$ cat src/hdl/mh64_pkg.sv
package mh64_pkg;

  localparam logic [63:0] MURMUR_MUL   = 64'hc6a4a7935bd1e995;
  localparam int unsigned MURMUR_SHIFT = 47;

  // Request to the shared multiplier: operand is multiplied by MURMUR_MUL.
  typedef struct packed {
    logic        start;
    logic [63:0] operand;
  } mul_req_t;

  typedef struct packed {
    logic        done;
    logic [63:0] product;
  } mul_rsp_t;

  // Byte mask keeping the low n bytes of a word.
  function automatic logic [63:0] tail_mask(input logic [2:0] n);
    logic [63:0] m;
    m = '0;
    for (int i = 0; i < 8; i++) begin
      if (3'(i) < n) begin
        m[8*i +: 8] = 8'hff;
      end
    end
    return m;
  endfunction

  function automatic logic [63:0] xor_shift(input logic [63:0] v);
    return v ^ (v >> MURMUR_SHIFT);
  endfunction

endpackage

$ cat src/hdl/mh64_mul.sv
module mh64_mul (
  input  logic              clk_i,
  input  logic              rst_ni,
  input  mh64_pkg::mul_req_t req_i,
  output mh64_pkg::mul_rsp_t rsp_o
);
  import mh64_pkg::*;

  localparam logic [1:0] LAST_STEP = 2'd2;

  logic [63:0] a_q;
  logic [63:0] acc_q, acc_d;
  logic [1:0]  cnt_q;
  logic        busy_q;
  logic        done_q;
  logic [31:0] op_x, op_y;
  logic [63:0] pp;

  // Low 64 bits of a*M from three 32x32 partial products, one per cycle.
  always_comb begin
    op_x = (cnt_q == 2'd1) ? a_q[63:32] : a_q[31:0];
    op_y = (cnt_q == LAST_STEP) ? MURMUR_MUL[63:32] : MURMUR_MUL[31:0];
    pp   = 64'(op_x) * 64'(op_y);
    if (cnt_q == 2'd0) begin
      acc_d = pp;
    end else begin
      acc_d = acc_q + {pp[31:0], 32'd0};
    end
  end

  always_ff @(posedge clk_i or negedge rst_ni) begin
    if (!rst_ni) begin
      busy_q <= 1'b0;
      done_q <= 1'b0;
      cnt_q  <= '0;
    end else begin
      done_q <= 1'b0;
      if (req_i.start) begin
        busy_q <= 1'b1;
        cnt_q  <= '0;
      end else if (busy_q) begin
        cnt_q <= cnt_q + 2'd1;
        if (cnt_q == LAST_STEP) begin
          busy_q <= 1'b0;
          done_q <= 1'b1;
        end
      end
    end
  end

  always_ff @(posedge clk_i) begin
    if (req_i.start) begin
      a_q <= req_i.operand;
    end
    if (busy_q) begin
      acc_q <= acc_d;
    end
  end

  assign rsp_o.done    = done_q;
  assign rsp_o.product = acc_q;

endmodule

$ cat src/hdl/murmur_hash_64_core.sv
// MurmurHash64A engine for byte messages streamed as 64-bit little-endian
// words (first byte in bits 7:0). A word with first_i set opens a message,
// carries its total byte length on msg_bytes_i (low LENGTH_BITS bits used)
// and its first data word; it aborts any open message without output. Words
// with first_i low and no open message are dropped. The seed is written
// through the cfg port, which is ready only while the core is idle, and
// applies to messages that start afterwards. All multiplications by the
// MurmurHash constant share one 32x32 multiplier that builds each 64-bit
// product from three partial products. A start word costs the length product
// and those of its data word, a full 8-byte word the two word-mix products
// and the accumulator product, the partial tail word the accumulator product
// and the final avalanche one more; in_stall_o is high for all of that time.
// One digest leaves per message through an output register, so the next word
// is taken while a digest still waits on out_stall_i. A zero-length message
// yields its digest after the length product and the avalanche.
module murmur_hash_64_core #(
  parameter int unsigned LENGTH_BITS = 32
) (
  input  logic        clk_i,
  input  logic        rst_ni,
  // input words
  input  logic        in_valid_i,
  output logic        in_stall_o,
  input  logic [63:0] data_word_i,
  input  logic [31:0] msg_bytes_i,
  input  logic        first_i,
  // digests
  output logic        out_valid_o,
  input  logic        out_stall_i,
  output logic [63:0] digest_o,
  // seed register write
  input  logic        cfg_valid_i,
  output logic        cfg_ready_o,
  input  logic [63:0] cfg_hash_seed_i
);
  import mh64_pkg::*;

  localparam int unsigned LenInBits = (LENGTH_BITS < 32) ? LENGTH_BITS : 32;

  typedef enum logic [2:0] {
    S_IDLE,  // wait for a word
    S_LEN,   // length times multiplier
    S_K1,    // first product of the word mix
    S_K2,    // second product of the word mix
    S_H,     // accumulator times multiplier
    S_FIN,   // avalanche product
    S_WAIT   // digest ready, output register still full
  } state_e;

  state_e                 state_q, state_d;
  logic [63:0]            seed_q, seed_d;
  logic [63:0]            h_q, h_d;
  logic [63:0]            word_q, word_d;
  logic [63:0]            fin_q, fin_d;
  logic [LENGTH_BITS-1:0] rem_q, rem_d;
  logic                   open_q, open_d;
  logic                   out_valid_q, out_valid_d;
  logic [63:0]            digest_q, digest_d;

  mul_req_t mul_req;
  mul_rsp_t mul_rsp;

  logic                   in_take;
  logic                   out_free;
  logic [LENGTH_BITS-1:0] len_w;
  logic [63:0]            ab_h;
  logic [63:0]            ab_w;
  logic [63:0]            fin_w;

  mh64_mul u_mul (
    .clk_i  (clk_i),
    .rst_ni (rst_ni),
    .req_i  (mul_req),
    .rsp_o  (mul_rsp)
  );

  assign in_stall_o  = (state_q != S_IDLE);
  assign in_take     = in_valid_i && !in_stall_o;
  assign out_free    = !out_valid_q || !out_stall_i;
  // hold off seed writes while the core is busy, which covers the length product that needs the seed
  assign cfg_ready_o = (state_q == S_IDLE);
  assign len_w       = LENGTH_BITS'(msg_bytes_i[LenInBits-1:0]);
  assign fin_w       = xor_shift(mul_rsp.product);

  // Absorb operands: right after the length product the accumulator is
  // seed ^ product and the word is the held start word.
  assign ab_h = (state_q == S_LEN) ? (seed_q ^ mul_rsp.product) : h_q;
  assign ab_w = (state_q == S_LEN) ? word_q : data_word_i;

  always_comb begin
    state_d     = state_q;
    seed_d      = seed_q;
    h_d         = h_q;
    word_d      = word_q;
    fin_d       = fin_q;
    rem_d       = rem_q;
    open_d      = open_q;
    digest_d    = digest_q;
    out_valid_d = out_valid_q && out_stall_i;
    mul_req     = '0;

    if (cfg_valid_i && cfg_ready_o) begin
      seed_d = cfg_hash_seed_i;
    end

    case (state_q)
      S_IDLE: begin
        if (in_take) begin
          if (first_i) begin
            // open a new message: start with the length product
            word_d          = data_word_i;
            rem_d           = len_w;
            open_d          = 1'b1;
            mul_req.start   = 1'b1;
            mul_req.operand = 64'(len_w);
            state_d         = S_LEN;
          end else if (open_q) begin
            mul_req.start = 1'b1;
            if (rem_q[LENGTH_BITS-1:3] != '0) begin
              mul_req.operand = ab_w;
              rem_d           = rem_q - LENGTH_BITS'(8);
              state_d         = S_K1;
            end else begin
              h_d             = ab_h ^ (ab_w & tail_mask(rem_q[2:0]));
              mul_req.operand = ab_h ^ (ab_w & tail_mask(rem_q[2:0]));
              rem_d           = '0;
              state_d         = S_H;
            end
          end
        end
      end
      S_LEN: begin
        if (mul_rsp.done) begin
          h_d           = ab_h;
          mul_req.start = 1'b1;
          if (rem_q == '0) begin
            // empty message: straight to the avalanche
            mul_req.operand = xor_shift(ab_h);
            open_d          = 1'b0;
            state_d         = S_FIN;
          end else if (rem_q[LENGTH_BITS-1:3] != '0) begin
            mul_req.operand = ab_w;
            rem_d           = rem_q - LENGTH_BITS'(8);
            state_d         = S_K1;
          end else begin
            mul_req.operand = ab_h ^ (ab_w & tail_mask(rem_q[2:0]));
            rem_d           = '0;
            state_d         = S_H;
          end
        end
      end
      S_K1: begin
        if (mul_rsp.done) begin
          mul_req.start   = 1'b1;
          mul_req.operand = fin_w;
          state_d         = S_K2;
        end
      end
      S_K2: begin
        if (mul_rsp.done) begin
          h_d             = h_q ^ mul_rsp.product;
          mul_req.start   = 1'b1;
          mul_req.operand = h_q ^ mul_rsp.product;
          state_d         = S_H;
        end
      end
      S_H: begin
        if (mul_rsp.done) begin
          h_d = mul_rsp.product;
          if (rem_q == '0) begin
            mul_req.start   = 1'b1;
            mul_req.operand = fin_w;
            open_d          = 1'b0;
            state_d         = S_FIN;
          end else begin
            state_d = S_IDLE;
          end
        end
      end
      S_FIN: begin
        if (mul_rsp.done) begin
          if (out_free) begin
            digest_d    = fin_w;
            out_valid_d = 1'b1;
            state_d     = S_IDLE;
          end else begin
            fin_d   = fin_w;
            state_d = S_WAIT;
          end
        end
      end
      S_WAIT: begin
        if (out_free) begin
          digest_d    = fin_q;
          out_valid_d = 1'b1;
          state_d     = S_IDLE;
        end
      end
      default: begin
        state_d = S_IDLE;
      end
    endcase
  end

  always_ff @(posedge clk_i or negedge rst_ni) begin
    if (!rst_ni) begin
      state_q     <= S_IDLE;
      seed_q      <= '0;
      rem_q       <= '0;
      open_q      <= 1'b0;
      out_valid_q <= 1'b0;
    end else begin
      state_q     <= state_d;
      seed_q      <= seed_d;
      rem_q       <= rem_d;
      open_q      <= open_d;
      out_valid_q <= out_valid_d;
    end
  end

  // payload, no reset
  always_ff @(posedge clk_i) begin
    h_q      <= h_d;
    word_q   <= word_d;
    fin_q    <= fin_d;
    digest_q <= digest_d;
  end

  assign out_valid_o = out_valid_q;
  assign digest_o    = digest_q;

endmodule
$ cat config.mk
export PLATFORM = sky130hd
export DESIGN_NAME = murmur_hash_64_core
export DESIGN_NICKNAME = d
export VERILOG_FILES = /design/src/hdl/mh64_pkg.sv /design/src/hdl/mh64_mul.sv /design/src/hdl/murmur_hash_64_core.sv
export SDC_FILE = /design/constraint.sdc
export NUM_CORES = 2
export LEC_CHECK = 0
export ABC_AREA = 1
export BUFFER_PORTS_ARGS = -buffer_cell sky130_fd_sc_hd__buf_2
export CAP_MARGIN = 10
export CORE_UTILIZATION = 40
export DETAILED_ROUTE_END_ITERATION = 16
export PLACE_DENSITY = 0.62
export SLEW_MARGIN = 10
export SYNTH_ARGS = -nofsm -noshare
export SYNTH_HDL_FRONTEND = slang
export SYNTH_SLANG_ARGS = --single-unit
$ cat constraint.sdc
create_clock -name clk_i -period 9.2 [get_ports clk_i]
set_clock_uncertainty 0.05 [all_clocks]
set_input_delay 0.92 -clock clk_i [delete_from_list [all_inputs] [get_ports clk_i]]
set_output_delay 0.92 -clock clk_i [all_outputs]
set_load 0.005 [all_outputs]
; After elaboration in Yosys (flattened, before gate mapping)
; Index checks and enable logic that the tools add are counted.
[classes]
n_reduce_logical = 25
n_mux = 138
n_addsub = 3
n_mul = 1
n_eq_ne = 24
bitwise = 9
order_cmp = 8
[ops]
columns = operator, count
row1 = $mux W64, 16
row2 = $mux W8, 72
row3 = $mux W65, 8
row4 = $pmux W65 S5, 1
row5 = $mux W32, 8
row6 = $pmux W64 S4, 1
row7 = $xor A64 B64 Y64, 4
row8 = $and A64 B64 Y64, 2
row9 = $pmux W64 S2, 1
row10 = $xor A64 B17 Y64, 2
row11 = $add A64 B64 Y64, 1
row12 = $mul A32 B32 Y64, 1
row13 = $pmux W32 S2, 1
row14 = $mux W3, 13
row15 = $logic_not A32 Y1, 1
row16 = $sub A32 B4 Y32 const B, 1
row17 = $reduce_bool A29 Y1, 1
row18 = $pmux W3 S7, 1
row19 = $ne A2 B1 Y1 const B, 9
row20 = $reduce_and A8 Y1, 2
row21 = $lt A3 B3 Y1 const A, 4
row22 = $mux W1, 12
row23 = $ne A2 B2 Y1 const B, 6
row24 = $reduce_and A5 Y1, 2
row25 = other kinds (23), 38
[word_totals]
ff_bits = 489
in_bits = 166
wordCells = 222

; Depth between registers and ports, before layout
[depth]
depth_word = 15
depth_mapped = 47

; Cells and area by module
; A second synthesis with hierarchy kept.
[hier_totals]
hier_cells = 6519
hier_area_um2 = 55042.8
[modules_own_cells]
columns = module, area_each_um2, n_inst, cells_each, seq_area_each_um2
row1 = mh64_mul, 32711.4, 1, 3695, 3943.8
row2 = murmur_hash_64_core, 22331.4, 1, 2824, 10214.8

; Worst setup path before layout
; No wires, ideal clock.
[synth_path]
path_kind = reg2reg
from = reg u_mul.cnt_q[1]
to = reg u_mul.acc_q[63], data pin
period_less_slack_ns = 8.877
setup_ns = 0.254
stages_incl_launch_ff = 37
arrival_time_ns = 8.573
slack_ns = 0.323
path_cell_list = dfrtp_1 > inv_1 > ha_1 > buf_2 > clkbuf_1 > o21ai_0 > inv_1 > nor2_1 > inv_1 > fa_1 > fa_1 > fa_1 > fa_1 > inv_1 > fa_1 > fa_1 > fa_1 > fa_1 > ha_1 > nand2_1 > nor2_1 > nand2_1 > nor2_1 > nand2_1 > nand3b_1 > xor2_1 > inv_1 > ha_1 > a21o_1 > nand3_1 > nand2_1 > nor2_1 > o21ai_0 > a21oi_1 > nand3_1 > nand3_1 > nand2_1
[synth_between]
elab_chain_len = 5
elab_cells_between_ends = 8
cone_classes = add/sub: 1 / mul: 1 / eq/ne: 2 / mux: 3 / reduce/logical: 1
[synth_lines]
columns = item, line_no
row1 = start: declaration, mh64_mul.sv:13  ; logic [1:0] cnt_q;
row2 = start signal: assignment, mh64_mul.sv:42  ; cnt_q <= cnt_q + 2'd1;
row3 = $eq A2 B1 Y1 / $eq A2 B2 Y1 (equally long branches), "mh64_mul.sv:21, mh64_mul.sv:22"
row4 = $mux W32 (on tied branches), "mh64_mul.sv:21, mh64_mul.sv:22"
row5 = $mul A32 B32 Y64, mh64_mul.sv:23  ; pp = 64'(op_x) * 64'(op_y);
row6 = $add A64 B64 Y64, mh64_mul.sv:27  ; acc_d = acc_q + {pp[31:0], 32'd0};
row7 = $mux W64 (*), mh64_mul.sv:24  ; if (cnt_q == 2'd0) begin
row8 = named net u_mul.acc_d[63], mh64_mul.sv:12  ; logic [63:0] acc_q, acc_d;
row9 = end signal: assignment, mh64_mul.sv:56  ; acc_q <= acc_d;
row10 = end: declaration, mh64_mul.sv:12
; The timed path passes the listed nets; every way through them passes the cells marked *.
; A chain may end at the register's enable or synchronous reset.

; Worst setup path after layout
[layout_path]
from = reg u_mul.cnt_q[1]
to = reg u_mul.acc_q[52], data pin
; Same word-level chain as after synthesis.

==> summary.md <==
| Metric | Value |
|---|---|
| Max Clk Rate | 0.113 GHz |
| Dpl hpwl | 164 mm |
| Number of buffers created by CTS | 51 |
| Max Slew Vio Count | 0 |
| Clock latency on the worst-skew pair | 0.61 ns |
| # Max-Cap Violations | 0 |
| Root Driver | clkbuf_16 |
| First-pass DRT Iterations | 6 |
| Top_reg_cell synth | edfxtp_1 |
| Antenna Violating Nets Remaining | 0 |
| Measured slew at the worst slew-check pin | 1.32 ns |
| Starting DRT DRC Count | 4678 |
| DRC viols | 0 |
| Die area | 135000 um2 |
| Cell Rows | 133 |
| Most frequent cells in the layout | 1269 x nand2_1, 1116 x inv_1, 607 x fa_1, 487 x nor2_1, 437 x ha_1 |
| Max H-tree Level | 2 |
| Yosys cell types | 57 |
| R2r startpoint | u_mul.cnt_q[1]$_DFFE_PN0P_ |
| Die Span X | 367 um |
| Relative slew slack | 11.9% |
| I/O pin count | 233 |
| Cell family with most CP delay | adder cells |
| Number of global-route vias before repair | 44801 |
| Crit path largest cell delay | 0.51 ns |
| Initial antenna violation count | 9 |
| CP startpoint | u_mul.cnt_q[1]$_DFFE_PN0P_ |
| Average vias per placed instance | 5.27 |
| CTS tree | done |
| Critical path data required time | 9.53 ns |
| First-pass GRT wire length | 296 mm |
| Status | finished clean |
| RSZ-0062 raised after global routing | yes |
| Endpoint type of the worst setup path | flip-flop |
| GRT Util Overall | 29.7% |
| # nets final | 7885 |
| Final hold vios | 0 |
| Die Height | 367 um |
| Final hold slack | 0.309 ns |
| Syn_area_per_cell | 8.74 um2 |
| Layout cells sized above 1 | 14.5% |
| Post-Syn Instances | 6112 |
| Detailed-route via count | 44666 |
| Post-Layout Cell Count | 8469 |
| Port Buffer Count | 232 |
| Min-delay worst type | in -> async |
| Sequential share of the synthesized area | 26.5% |
| Total length of routed wires | 201 mm |
| Hold-fix buffers, CTS | 0 |
| Commonest non-fill, non-tap cell in the layout | nand2_1 |
| Largest net degree at the start of global routing | 94 |
| Crit start category | flip-flop |
| Area grow syn2layout | 14.8% |
| Number of flops mapped to enable cells by yosys | 384 |
| Maximum clock path buffer count | 3 |
| Async set-reset flop share out of synthesis | 21.5% |
| Yosys warnings | 0 |
| Slowest CP cell | fa_1 |
| Setup violations, final | 0 |
| Routability cong. | 0.988 |
| Critical setup path kind | reg -> reg |
| #FFs+latches synth | 489 |
| Post-Synthesis Cell Area | 53400 um2 |
| Crit share post-route | 96.3% |
| Most common cell on crit path | nand2_1 |
| Gr ovfl total | 0 |
| Setup_tns | 0 ns |
| Core area | 132000 um2 |
| Critical path buffer and inverter count | 10 |
| Tmin final | 8.86 ns |
| Dpl cells | 8366 |
| Per-cell routed wire length | 23.7 um |
| Initial core utilization | 40.5% |
| Critical Path Fanout Max | 22 |
| CTS Sinks | 489 |
| Reg clk slew, reported paths | 0.07 ns |
| Worst EP arrival | 9.19 ns |
-- final cells by class --
cell class                 instances  area, um2
antenna                            3       7.51
fill                           12732      70600
timing repair buffer             671       4510
sequential                       489      14200
clock buffer                      64       1400
tap                             1755       2200
clock inverter                    29        309
multi-input combinational       4310      34400
inverter                        1148       4320
-- cell families after synthesis --
group / synth area share (%)
compound gates: 8.42
xor+xnor: 5.07
fa+ha+maj: 33.1
buf+inv: 9.56
flops: 26.5
mux: 1.35
other cells: 0.0141
simple gates: 16.0
-- timing repair --
item / in CTS / in global routing
buffers inserted: 0 / 7
setup endpoints to repair: 0 / 18
resized for setup: 0 / 65
-- path summary, 6_finish.rpt --
check | endpoint | slack (ns) | cells after the start
worst min register to register | digest_o[35]$_DFFE_PP_ | 0.47 | 2
max in group asynchronous | seed_q[40]$_DFFE_PN0P_ | 7.39 | 2
worst min-delay path | seed_q[44]$_DFFE_PN0P_ | 0.31 | 1
worst max-delay path | u_mul.acc_q[52]$_DFFE_PP_ | 0.34 | 38
worst max register to register | u_mul.acc_q[52]$_DFFE_PP_ | 0.34 | 38
min in group clk_i | word_q[17]$_DFFE_PP_ | 0.45 | 1
-- Yosys cell counts (18+ instances only) --
master,instances,area (um2)
edfxtp_1,384,11500
o211ai_1,50,375
inv_1,1121,4210
o21ai_1,42,210
nor2_1,511,1920
a22oi_1,18,135
xor2_1,191,1670
or2_2,28,175
nor3_1,26,130
buf_1,18,67.6
xnor2_1,118,1030
o21ai_0,242,1210
buf_2,48,240
o21bai_1,64,480
nand3_1,181,906
nand2_1,1275,4790
nand4_1,27,169
ha_1,441,5520
mux2_2,64,721
clkbuf_1,82,308
a21oi_1,269,1350
inv_2,20,75.1
dfrtp_1,105,2630
fa_1,607,12200
-- layer usage --
metal | vias to the layer above | GRT usage [%] | part of all wire (%)
met2 | 1932 | 46.4 | 45
met3 | 289 | 4.93 | 8.1
met4 | 4 | 8.82 | 3.5
met5 | - | 0 | 0.013
met1 | 22042 | 42.0 | 43
li1 | 20399 | - | -
-- registers in the layout (all words and copies together), names as in the netlist --
name          cells
u_mul.acc_q      64
fin_q            64
u_mul.done_q      1
rem_q            32
open_q            1
state_q           3
word_q           64
u_mul.a_q        64
digest_o         64
out_valid_o       1
seed_q           64
u_mul.busy_q      1
h_q              64
u_mul.cnt_q       2
-- through the flow --
stage	area [um2]	worst slack [ns]	util, %
final	61300	0.339	46.5
after global routing	61300	-0.0190	46.5
after CTS	61100	0.0277	46.3
after detailed placement	59400	0.0907	45.0
after global placement	59400	-0.576	45.0
after floorplan	53400	0.323	-
Power is left out: the tool's default activity adds up to more than one toggle a clock period on the data nets, which glitch-free logic cannot reach.
